--- src/hdl/ecal_pkg.sv ---
// ----------------------------------------------------------------------------
// ecal_pkg
// Types, constants and helpers shared by the epoch-to-calendar blocks.
// ----------------------------------------------------------------------------
`default_nettype none

package ecal_pkg;

    localparam int WORD_W  = 32;
    localparam int DAYS_W  = 16;
    localparam int YEAR_W  = 12;

    localparam logic [YEAR_W-1:0] BASE_YEAR = 12'd1970;
    localparam logic [DAYS_W-1:0] BASE_WDAY = 16'd4;   // 1970-01-01 was a Thursday

    localparam logic [5:0] DIV_60 = 6'd60;
    localparam logic [5:0] DIV_24 = 6'd24;
    localparam logic [5:0] DIV_7  = 6'd7;

    // divide by 2^k * d as ((x >> k) * ceil(2^s / d)) >> s, exact for x >> k below 2^30
    localparam int MUL_A_W = 30;
    localparam int RECIP_W = 31;
    localparam int PROD_W  = MUL_A_W + RECIP_W;

    localparam logic [RECIP_W-1:0] RECIP_15 = 31'd1145324613;   // ceil(2^34 / 15)
    localparam logic [RECIP_W-1:0] RECIP_3  = 31'd1431655766;   // ceil(2^32 / 3)
    localparam logic [RECIP_W-1:0] RECIP_7  = 31'd1227133514;   // ceil(2^33 / 7)
    localparam int SHIFT_15 = 34;
    localparam int SHIFT_3  = 32;
    localparam int SHIFT_7  = 33;

    localparam logic [8:0] YEAR_LEN      = 9'd365;
    localparam logic [8:0] LEAP_YEAR_LEN = 9'd366;
    localparam logic [3:0] MONTH_FEB     = 4'd1;
    localparam logic [3:0] MONTH_DEC     = 4'd11;

    typedef enum logic [2:0] {
        S_IDLE,
        S_SEC,
        S_MIN,
        S_HOUR,
        S_WDAY,
        S_YEAR,
        S_MONTH,
        S_EMIT
    } t_ecal_state;

    typedef enum logic [2:0] {
        OP_NONE,
        OP_LOAD,
        OP_DIV,
        OP_YEAR,
        OP_MONTH,
        OP_EMIT
    } t_ecal_op;

    typedef enum logic [1:0] {
        DSEL_SEC,
        DSEL_MIN,
        DSEL_HOUR,
        DSEL_WDAY
    } t_ecal_dsel;

    typedef struct packed {
        t_ecal_op   op;
        t_ecal_dsel div_sel;
        logic       in_ready;
    } t_ecal_cmd;

    typedef struct packed {
        logic in_valid;
        logic div_last;
        logic year_done;
        logic month_done;
        logic out_free;
    } t_ecal_stat;

    // month length, month counted from 0
    function automatic logic [4:0] f_month_len(input logic [3:0] month, input logic leap);
        logic [4:0] len;
        case (month)
            4'd0:      len = 5'd31;
            MONTH_FEB: len = leap ? 5'd29 : 5'd28;
            4'd2:      len = 5'd31;
            4'd3:      len = 5'd30;
            4'd4:      len = 5'd31;
            4'd5:      len = 5'd30;
            4'd6:      len = 5'd31;
            4'd7:      len = 5'd31;
            4'd8:      len = 5'd30;
            4'd9:      len = 5'd31;
            4'd10:     len = 5'd30;
            4'd11:     len = 5'd31;
            default:   len = 5'd31;
        endcase
        return len;
    endfunction

endpackage

`default_nettype wire

--- src/hdl/ecal_if.sv ---
// ----------------------------------------------------------------------------
// ecal_if
// Valid/ready channels for the epoch word in and the calendar word out.
// ----------------------------------------------------------------------------
`default_nettype none

interface ecal_in_if;
    logic        valid;
    logic        ready;
    logic [31:0] epoch_seconds;

    modport source (output valid, output epoch_seconds, input ready);
    modport sink   (input valid, input epoch_seconds, output ready);
endinterface

interface ecal_out_if;
    logic        valid;
    logic        ready;
    logic [5:0]  second;
    logic [5:0]  minute;
    logic [4:0]  hour;
    logic [4:0]  day_of_month;
    logic [2:0]  weekday;
    logic [3:0]  month;
    logic [11:0] year;

    modport source (output valid, output second, output minute, output hour,
                    output day_of_month, output weekday, output month, output year,
                    input ready);
    modport sink   (input valid, input second, input minute, input hour,
                    input day_of_month, input weekday, input month, input year,
                    output ready);
endinterface

`default_nettype wire

--- src/hdl/ecal_ctrl.sv ---
// ----------------------------------------------------------------------------
// ecal_ctrl
// Sequencer: divider passes, year walk, month walk, output load.
// ----------------------------------------------------------------------------
`default_nettype none

module ecal_ctrl
    import ecal_pkg::*;
(
    input  wire        i_clk,
    input  wire        i_rst_n,
    input  t_ecal_stat i_stat,
    output t_ecal_cmd  o_cmd
);

    t_ecal_state r_state;
    t_ecal_state n_state;

    always_ff @(posedge i_clk) begin
        if (!i_rst_n) begin
            r_state <= S_IDLE;
        end else begin
            r_state <= n_state;
        end
    end

    always_comb begin
        n_state = r_state;
        case (r_state)
            S_IDLE:  if (i_stat.in_valid)   n_state = S_SEC;
            S_SEC:   if (i_stat.div_last)   n_state = S_MIN;
            S_MIN:   if (i_stat.div_last)   n_state = S_HOUR;
            S_HOUR:  if (i_stat.div_last)   n_state = S_WDAY;
            S_WDAY:  if (i_stat.div_last)   n_state = S_YEAR;
            S_YEAR:  if (i_stat.year_done)  n_state = S_MONTH;
            S_MONTH: if (i_stat.month_done) n_state = S_EMIT;
            S_EMIT:  if (i_stat.out_free)   n_state = S_IDLE;
            default:                        n_state = S_IDLE;
        endcase
    end

    always_comb begin
        o_cmd.op       = OP_NONE;
        o_cmd.div_sel  = DSEL_SEC;
        o_cmd.in_ready = 1'b0;
        case (r_state)
            S_IDLE: begin
                o_cmd.in_ready = i_rst_n;
                if (i_rst_n && i_stat.in_valid) o_cmd.op = OP_LOAD;
            end
            S_SEC: begin
                o_cmd.op      = OP_DIV;
                o_cmd.div_sel = DSEL_SEC;
            end
            S_MIN: begin
                o_cmd.op      = OP_DIV;
                o_cmd.div_sel = DSEL_MIN;
            end
            S_HOUR: begin
                o_cmd.op      = OP_DIV;
                o_cmd.div_sel = DSEL_HOUR;
            end
            S_WDAY: begin
                o_cmd.op      = OP_DIV;
                o_cmd.div_sel = DSEL_WDAY;
            end
            S_YEAR:  o_cmd.op = OP_YEAR;
            S_MONTH: o_cmd.op = OP_MONTH;
            S_EMIT:  if (i_stat.out_free) o_cmd.op = OP_EMIT;
            default: o_cmd.op = OP_NONE;
        endcase
    end

endmodule

`default_nettype wire

--- src/hdl/ecal_dp.sv ---
// ----------------------------------------------------------------------------
// ecal_dp
// Datapath: reciprocal-multiply constant divider, year and month walkers,
// output word.
// ----------------------------------------------------------------------------
`default_nettype none

module ecal_dp
    import ecal_pkg::*;
(
    input  wire        i_clk,
    input  wire        i_rst_n,
    input  t_ecal_cmd  i_cmd,
    output t_ecal_stat o_stat,
    ecal_in_if.sink    i_epoch,
    ecal_out_if.source o_cal
);

    logic [WORD_W-1:0] r_work;
    logic [WORD_W-1:0] r_quo;
    logic              r_phase;
    logic [DAYS_W-1:0] r_days;
    logic [5:0]        r_sec;
    logic [5:0]        r_min;
    logic [4:0]        r_hour;
    logic [2:0]        r_wday;
    logic [YEAR_W-1:0] r_year;
    logic [3:0]        r_month;

    logic              r_out_valid;
    logic [5:0]        r_o_sec;
    logic [5:0]        r_o_min;
    logic [4:0]        r_o_hour;
    logic [4:0]        r_o_day;
    logic [2:0]        r_o_wday;
    logic [3:0]        r_o_month;
    logic [YEAR_W-1:0] r_o_year;

    logic [5:0]         divisor;
    logic [MUL_A_W-1:0] mul_a;
    logic [RECIP_W-1:0] mul_b;
    logic [PROD_W-1:0]  prod;
    logic [WORD_W-1:0]  quo;
    logic [5:0]         rem;
    logic               leap;
    logic [8:0]         year_len;
    logic [4:0]         mon_len;
    logic               year_done;
    logic               month_done;
    logic               out_free;

    always_comb begin
        case (i_cmd.div_sel)
            DSEL_SEC, DSEL_MIN: begin
                divisor = DIV_60;
                mul_a   = r_work[WORD_W-1:2];
                mul_b   = RECIP_15;
            end
            DSEL_HOUR: begin
                divisor = DIV_24;
                mul_a   = MUL_A_W'(r_work[WORD_W-1:3]);
                mul_b   = RECIP_3;
            end
            DSEL_WDAY: begin
                divisor = DIV_7;
                mul_a   = r_work[MUL_A_W-1:0];
                mul_b   = RECIP_7;
            end
            default: begin
                divisor = DIV_60;
                mul_a   = r_work[WORD_W-1:2];
                mul_b   = RECIP_15;
            end
        endcase
        prod = PROD_W'(mul_a) * PROD_W'(mul_b);
        case (i_cmd.div_sel)
            DSEL_SEC, DSEL_MIN: quo = WORD_W'(prod[PROD_W-1:SHIFT_15]);
            DSEL_HOUR:          quo = WORD_W'(prod[PROD_W-1:SHIFT_3]);
            DSEL_WDAY:          quo = WORD_W'(prod[PROD_W-1:SHIFT_7]);
            default:            quo = WORD_W'(prod[PROD_W-1:SHIFT_15]);
        endcase
        // remainder is below 64, so the low six bits are enough
        rem = r_work[5:0] - 6'(r_quo[5:0] * divisor);

        leap       = (r_year[1:0] == 2'd0);
        year_len   = leap ? LEAP_YEAR_LEN : YEAR_LEN;
        mon_len    = f_month_len(r_month, leap);
        year_done  = (r_days < DAYS_W'(year_len));
        month_done = (r_month == MONTH_DEC) || (r_days < DAYS_W'(mon_len));
        out_free   = !r_out_valid || o_cal.ready;
    end

    assign o_stat.in_valid   = i_epoch.valid;
    assign o_stat.div_last   = r_phase;
    assign o_stat.year_done  = year_done;
    assign o_stat.month_done = month_done;
    assign o_stat.out_free   = out_free;

    assign i_epoch.ready = i_cmd.in_ready;

    always_ff @(posedge i_clk) begin
        case (i_cmd.op)
            OP_LOAD: begin
                r_work  <= i_epoch.epoch_seconds;
                r_phase <= 1'b0;
            end
            OP_DIV: begin
                r_phase <= !r_phase;
                if (!r_phase) begin
                    r_quo <= quo;
                end else begin
                    case (i_cmd.div_sel)
                        DSEL_SEC: begin
                            r_sec  <= rem;
                            r_work <= r_quo;
                        end
                        DSEL_MIN: begin
                            r_min  <= rem;
                            r_work <= r_quo;
                        end
                        DSEL_HOUR: begin
                            r_hour <= rem[4:0];
                            r_days <= r_quo[DAYS_W-1:0];
                            r_work <= WORD_W'(r_quo[DAYS_W-1:0] + BASE_WDAY);
                        end
                        DSEL_WDAY: begin
                            r_wday  <= rem[2:0];
                            r_year  <= BASE_YEAR;
                            r_month <= '0;
                        end
                        default: r_work <= r_quo;
                    endcase
                end
            end
            OP_YEAR: begin
                if (!year_done) begin
                    r_days <= r_days - DAYS_W'(year_len);
                    r_year <= r_year + YEAR_W'(1);
                end
            end
            OP_MONTH: begin
                if (!month_done) begin
                    r_days  <= r_days - DAYS_W'(mon_len);
                    r_month <= r_month + 4'd1;
                end
            end
            OP_EMIT: begin
                r_o_sec   <= r_sec;
                r_o_min   <= r_min;
                r_o_hour  <= r_hour;
                r_o_day   <= r_days[4:0] + 5'd1;
                r_o_wday  <= r_wday;
                r_o_month <= r_month + 4'd1;
                r_o_year  <= r_year;
            end
            default: r_phase <= r_phase;
        endcase
    end

    always_ff @(posedge i_clk) begin
        if (!i_rst_n) begin
            r_out_valid <= 1'b0;
        end else if (i_cmd.op == OP_EMIT) begin
            r_out_valid <= 1'b1;
        end else if (o_cal.ready) begin
            r_out_valid <= 1'b0;
        end
    end

    assign o_cal.valid        = r_out_valid;
    assign o_cal.second       = r_o_sec;
    assign o_cal.minute       = r_o_min;
    assign o_cal.hour         = r_o_hour;
    assign o_cal.day_of_month = r_o_day;
    assign o_cal.weekday      = r_o_wday;
    assign o_cal.month        = r_o_month;
    assign o_cal.year         = r_o_year;

endmodule

`default_nettype wire

--- src/hdl/epoch_to_calendar_unit.sv ---
// ----------------------------------------------------------------------------
// epoch_to_calendar_unit
// Converts a 32-bit seconds-since-1970 count into time of day, weekday, date.
// ----------------------------------------------------------------------------
// One word is converted at a time. From the accepting edge to the output load,
// a reciprocal-multiply divider strips seconds, minutes, hours and weekday in
// four passes, each registering a quotient and then a remainder; then the year
// is walked one year per cycle from 1970 and the month one month per cycle.
// The longest conversion is for a date in December 2105. Leap years are every
// fourth year with no century rule, so 2100 is taken as a leap year. The result
// sits in an output register; the load waits while that register holds an
// unread word, and the next epoch word is taken the cycle after the load, even
// while the result waits to be read.
// ----------------------------------------------------------------------------
`default_nettype none

module epoch_to_calendar_unit
    import ecal_pkg::*;
(
    input  wire        i_clk,
    input  wire        i_rst_n,
    ecal_in_if.sink    i_epoch,
    ecal_out_if.source o_cal
);

    t_ecal_cmd  cmd;
    t_ecal_stat stat;

    ecal_ctrl u_ctrl (
        .i_clk   (i_clk),
        .i_rst_n (i_rst_n),
        .i_stat  (stat),
        .o_cmd   (cmd)
    );

    ecal_dp u_dp (
        .i_clk   (i_clk),
        .i_rst_n (i_rst_n),
        .i_cmd   (cmd),
        .o_stat  (stat),
        .i_epoch (i_epoch),
        .o_cal   (o_cal)
    );

endmodule

`default_nettype wire

--- src/flat_wrapper.sv ---
// flat-port wrapper written by rule: the top's interface ports become plain ports
module epoch_to_calendar_unit_flat import ecal_pkg::*;
  (i_clk, i_rst_n, i_epoch_valid, i_epoch_epoch_seconds, i_epoch_ready, o_cal_valid, o_cal_second, o_cal_minute, o_cal_hour, o_cal_day_of_month, o_cal_weekday, o_cal_month, o_cal_year, o_cal_ready);
  ecal_in_if i_epoch_i ();
  ecal_out_if o_cal_i ();
  input  wire i_clk;
  input  wire i_rst_n;
  input wire logic [$bits(i_epoch_i.valid)-1:0] i_epoch_valid;
  input wire logic [$bits(i_epoch_i.epoch_seconds)-1:0] i_epoch_epoch_seconds;
  output wire logic [$bits(i_epoch_i.ready)-1:0] i_epoch_ready;
  output wire logic [$bits(o_cal_i.valid)-1:0] o_cal_valid;
  output wire logic [$bits(o_cal_i.second)-1:0] o_cal_second;
  output wire logic [$bits(o_cal_i.minute)-1:0] o_cal_minute;
  output wire logic [$bits(o_cal_i.hour)-1:0] o_cal_hour;
  output wire logic [$bits(o_cal_i.day_of_month)-1:0] o_cal_day_of_month;
  output wire logic [$bits(o_cal_i.weekday)-1:0] o_cal_weekday;
  output wire logic [$bits(o_cal_i.month)-1:0] o_cal_month;
  output wire logic [$bits(o_cal_i.year)-1:0] o_cal_year;
  input wire logic [$bits(o_cal_i.ready)-1:0] o_cal_ready;
  assign i_epoch_i.valid = i_epoch_valid;
  assign i_epoch_i.epoch_seconds = i_epoch_epoch_seconds;
  assign i_epoch_ready = i_epoch_i.ready;
  assign o_cal_valid = o_cal_i.valid;
  assign o_cal_second = o_cal_i.second;
  assign o_cal_minute = o_cal_i.minute;
  assign o_cal_hour = o_cal_i.hour;
  assign o_cal_day_of_month = o_cal_i.day_of_month;
  assign o_cal_weekday = o_cal_i.weekday;
  assign o_cal_month = o_cal_i.month;
  assign o_cal_year = o_cal_i.year;
  assign o_cal_i.ready = o_cal_ready;
  epoch_to_calendar_unit u_core (.i_clk(i_clk), .i_rst_n(i_rst_n), .i_epoch(i_epoch_i), .o_cal(o_cal_i));
endmodule
--- config.mk ---
export PLATFORM = sky130hd
export DESIGN_NAME = epoch_to_calendar_unit_flat
export DESIGN_NICKNAME = d
export VERILOG_FILES = /design/src/hdl/ecal_pkg.sv /design/src/hdl/ecal_if.sv /design/src/hdl/ecal_ctrl.sv /design/src/hdl/ecal_dp.sv /design/src/hdl/epoch_to_calendar_unit.sv /design/src/flat_wrapper.sv
export SDC_FILE = /design/constraint.sdc
export NUM_CORES = 1
export LEC_CHECK = 0
export BUFFER_PORTS_ARGS = -buffer_cell sky130_fd_sc_hd__clkbuf_2
export CORE_AREA = 2 2 199 249
export CTS_CLUSTER_DIAMETER = 150
export DETAILED_ROUTE_END_ITERATION = 10
export DIE_AREA = 0 0 201 251
export GPL_ROUTABILITY_DRIVEN = 0
export PLACE_DENSITY = 0.78
export SKIP_LAST_GASP = 1
export SYNTH_ARGS = -nofsm -noshare
export SYNTH_HDL_FRONTEND = slang
export SYNTH_HIERARCHICAL = 1
export SYNTH_SLANG_ARGS = --single-unit
--- constraint.sdc ---
create_clock -name i_clk -period 12.2 [get_ports i_clk]
set_input_delay 1.22 -clock i_clk [delete_from_list [all_inputs] [get_ports i_clk]]
set_output_delay 1.22 -clock i_clk [all_outputs]
set_load 0.02 [all_outputs]
# Word-level counts from Yosys, hierarchy flattened

Index checks and enable logic that the tools add are counted.

Register bits: 162
Input port bits: 36
Output and inout bits: 43
Logic and storage cells: 132

Add/sub/neg operators: 7
Multipliers: 2
$lt $le $gt $ge: 2
Equality and inequality tests: 35
Multiplexer cells: 40
Bitwise logic cells: 1
Reduce and logical (&&, ||, !) cells: 26

Operator list:

| cell                                                | count |
|---|---|
| one-hot mux 32 bit (2 select lines)                 | 2 |
| one-hot mux 32 bit (3 select lines)                 | 1 |
| one-hot mux 31 bit (3 select lines)                 | 1 |
| one-hot mux 30 bit (3 select lines)                 | 1 |
| two-way mux 16 bit                                  | 4 |
| multiplier 30 x 31 -> 61 bit                        | 1 |
| one-hot mux 16 bit (3 select lines)                 | 1 |
| two-way mux 12 bit                                  | 3 |
| two-way mux 32 bit                                  | 1 |
| two-way mux 3 bit                                   | 9 |
| != test 2 bit, second input constant                | 12 |
| one-hot mux 12 bit (2 select lines)                 | 1 |
| one-hot mux 3 bit (8 select lines)                  | 1 |
| equality test 3 bit, second input constant          | 6 |
| one-hot mux 6 bit (3 select lines)                  | 1 |
| adder 16 x 3 -> 17 bit, second input constant       | 1 |
| < comparator 16 x 5 -> 1 bit                        | 1 |
| < comparator 16 x 9 -> 1 bit                        | 1 |
| subtractor 16 x 5 -> 16 bit                         | 1 |
| subtractor 16 x 9 -> 16 bit                         | 1 |
| one-hot mux 3 bit (5 select lines)                  | 1 |
| AND reduction 3 bit                                 | 5 |
| adder 12 x 1 -> 12 bit, second input constant       | 1 |
| equality test 3 x 2 -> 1 bit, second input constant | 4 |
| other kinds (34)                                    | 52 |

# Depth between registers and ports, before layout

Depth in word-level cells: 7
Depth in mapped cells: 38
Depth with buffers taken out: 36

# By module

The synthesis kept the hierarchy.

Modules (own cells, without submodules):

| module    | instances | cells each | area an instance (um2) |
|---|---|---|---|
| ecal_dp   | 1         | 2630       | 25853.5 |
| ecal_ctrl | 1         | 43         | 324.1 |

# Worst setup path before layout

Ideal clock, no wire load.

Path type: reg-to-reg
From: reg u_core.u_ctrl.r_state[2]
To: reg u_core.u_dp.r_quo[24] (data pin)
Library setup time: 0.270 ns
Arrival: 8.412 ns
Slack: 3.518 ns
Cell stages (with the launch flop): 31
Path buffers: 3
Period minus slack after synthesis: 8.682 ns
Cells stage by stage: dfxtp_1 -> clkbuf_1 -> nand2b_1 -> o21ai_0 -> inv_1 -> nor2_1 -> clkbuf_1 -> clkbuf_1 -> nand2_1 -> fa_1 -> fa_1 -> fa_1 -> fa_1 -> inv_1 -> fa_1 -> fa_1 -> fa_1 -> inv_1 -> fa_1 -> inv_1 -> ha_1 -> a221oi_1 -> o21ai_1 -> a221o_1 -> a211oi_2 -> and2b_1 -> a21oi_2 -> a211oi_2 -> xor2_1 -> mux2_2 -> a21oi_1

RTL lines:

| item                   | line            | text |
|---|---|---|
| start, declared        | ecal_ctrl.sv:16 | `t_ecal_state r_state;` |
| start signal, assigned | ecal_ctrl.sv:23 | `r_state <= n_state;` |
| end signal, assigned   | ecal_dp.sv:110  | `r_quo <= quo;` |
| end, declared          | ecal_dp.sv:20   | `logic [WORD_W-1:0] r_quo;` |

==> reports/results.tsv <==
stage	metric	value	unit
run_status	status	completed	
placed_design	io_buffers	78	
grt	grt_max_degree	48	
clock_tree	cts_max_level	4	
clock_tree	cts_tree	done	
floorplanning	die_width	201	um
detailed_routing	vias	19760	
setup_path	critPathMaxStageDelay	660	ps
setup_path	cp-start-kind	flip-flop	
layout	area_delta_synth_final	6.381	%
detailed_routing	vias_per_cell	5.853	
layout	antennaDiodeCount	0	
layout	final_layout_size_suffix_gt1_share	6.296	%
synth	syn_area_per_cell	9.793	um^2
synth	syn_inst	2673	
synth	ys_types	78	
setup_path	worst-setup-path-type	flip-flop to flip-flop	
detailed_routing	drt_iter0_markers	1744	
grt	grt-ovfl-total	0	
sta	max_freq	0.09680	GHz
synth	synth-seq-cells	159	
placed_design	dp_hpwl	62980	um
synth	ys.flop_type	edfxtp_1	
floorplanning	rows	90	
sta	fin_tns_setup	0	ps
detailed_routing	avgRoutedWirePerCell	21.65	um
synth	ys_seq_area_share	18.09	%
synth	synth_edf_count	155	
setup_path	critical_path_buf_inv_count	6	
grt	antenna_found_initial	0	
detailed_routing	final_antenna_net_count	0	
clock_tree	clk_pin_slew	70	ps
grt	grt_pass1_vias	21420	
clock_tree	clk_latency	430	ps
clock_tree	cts_buffer_depth	2	
hold_path	hold_path.class	flip-flop to flip-flop	
clock_tree	cts_hold_buf	0	
setup_path	crit_family	adder cells	
sta	slew_headroom	18.05	%
sta	min_period	10330	ps
grt	grt_pass1_wl	115600	um
detailed_routing	drc	0	
clock_tree	clockRootBuffer	clkbuf_16	
job	cap_violations	0	
synth	syn_area	26180	um^2
clock_tree	ctsResizeCount	0	
floorplanning	boundaryPins	79	
sta	fin_skew	12.69	ps
grt	grt_usage	29.96	%
layout	nFillCells	3935	
floorplanning	start_util	54.44	%
clock_tree	cts_sinks	159	
sta	finalHoldViolations	0	
clock_tree	post_cts_buffers	0	
synth	postSynth.asyncResetShare	0	%
sta	finalCritPeriodShare	84.68	%
clock_tree	numCtsBuffers	17	
floorplanning	fp.dieH	251	um
detailed_routing	drt_pass1_iterations	6	
synth	ys_warn_count	6	
setup_path	end_kind	flip-flop	
sta	setup_violations	0	
setup_path	required	12370	ps
sta	drv_slew	0	
detailed_routing	wirelength	73080	um
setup_path	arrival	10500	ps
layout	nNetsFinal	3542	
setup_path	path_max_fanout	32	
setup_path	critPathSlowestCell	dfxtp_1	
floorplanning	dieArea	50450	um^2
setup_path	cp_common_cell	fa_1	
floorplanning	coreArea	48080	um^2
sta	rsz0062_at_grt	false	
sta	tightest_slew	1225	ps
[layout make-up]
type / instances / area (um^2) / area share (%)
multi-input cells: 1793 / 18740 / 67.29
clock inverters: 13 / 162.7 / 0.5841
well taps: 644 / 805.8 / 2.893
inverters: 653 / 2451 / 8.802
clock buffers: 18 / 429.2 / 1.541
flip-flops and latches: 159 / 4735 / 17.00
repair buffers: 96 / 525.5 / 1.887
[logic make-up (layout without fill, tap and decap cells)]
family / after synthesis / after routing / synth area share (%)
fa+ha+maj: 786 / 786 / 49.27
buf+inv: 732 / 780 / 10.63
simple gates: 530 / 530 / 9.464
compound gates: 361 / 361 / 8.890
flops: 159 / 159 / 18.09
xor+xnor: 74 / 74 / 2.476
mux: 29 / 29 / 1.152
other cells: 2 / 13 / 0.02869
[layer usage]
layer | global-route usage [%] | share of wire (%) | up-vias
li1 | - | - | 8646
met1 | 34.15 | 34 | 9589
met2 | 51.05 | 49 | 1187
met3 | 5.289 | 8.5 | 338
met4 | 21.38 | 8.2 | 0
met5 | 0 | 0 | -
[cells in the mapped netlist, drive strengths merged, types with 13 or more instances]
master / n / share of area (%)
xnor2: 42 / 1.4
nand2: 212 / 3.0
nand2b: 13 / 0.31
nor2b: 13 / 0.31
mux2i: 20 / 0.76
o21ai: 99 / 1.9
clkbuf: 65 / 0.93
inv: 652 / 9.3
xor2: 32 / 1.1
or2: 15 / 0.37
a21oi: 91 / 1.8
nor2: 110 / 1.6
and2: 21 / 0.50
nand3: 48 / 0.92
a21o: 42 / 1.2
nor3: 19 / 0.36
ha: 378 / 18
and3: 42 / 1.0
fa: 408 / 31
edfxtp: 155 / 18
buf: 14 / 0.34
a221o: 13 / 0.50
a31oi: 13 / 0.31
a211oi: 13 / 0.41
[placed cells by master (no fill, tap or decap), types with 14 or more instances in the layout]
cell type	count
a21o_1	42
a21oi_1	88
and2_1	20
and3_1	41
buf_4	18
clkbuf_16	17
clkbuf_2	78
edfxtp_1	155
fa_1	408
ha_1	378
inv_1	652
mux2i_1	20
nand2_1	211
nand3_1	48
nor2_1	104
nor3_1	19
o21ai_0	90
or2_2	14
xnor2_1	42
xor2_1	32
[worst reg2reg max path: cells and delay by family (launching register included)]
family / cells / cell delay, ps
adders and majority gates: 9 / 4520
AOI/OAI and AO/OA: 9 / 2370
and+or+nand+nor: 7 / 1270
buffers and inverters: 6 / 890
DFF: 1 / 660
muxes: 2 / 350
[final timing paths]
check | from | to | slack (ps) | depth (start not counted)
worst max-delay path | u_core/u_ctrl/r_state[1] | u_core/u_dp/r_quo[23] | 1870 | 33
worst min-delay path | u_core/u_dp/r_hour[3] | u_core/u_dp/o_cal.hour[3] | 420 | 0
worst min register to register | u_core/u_dp/r_hour[3] | u_core/u_dp/o_cal.hour[3] | 420 | 0
worst max register to register | u_core/u_ctrl/r_state[1] | u_core/u_dp/r_quo[23] | 1870 | 33
[sequential cells by signal, indices dropped and copies added, names as in the netlist, 6 cells and up]
name / cells
u_core/u_dp/o_cal.second: 6
u_core/u_dp/o_cal.year: 12
u_core/u_dp/r_work: 32
u_core/u_dp/r_days: 16
u_core/u_dp/r_sec: 6
u_core/u_dp/r_min: 6
u_core/u_dp/o_cal.minute: 6
u_core/u_dp/r_quo: 29
u_core/u_dp/r_year: 12
[stage by stage]
stage	hold slack, ps	instances	util, %	area (um^2)	setup slack [ps]
finish	417.2	3376	57.92	27850	1869
global route	421.8	3376	57.92	27850	1457
CTS	418.1	3376	57.92	27850	2083
detailed placement	404.5	3345	56.68	27260	2142
global placement	400.7	3345	56.68	27260	2396
floorplan	400.3	2684	-	26220	3518
Power is left out: the tool's default activity adds up to more than one toggle a clock period on the data nets, which glitch-free logic cannot reach.
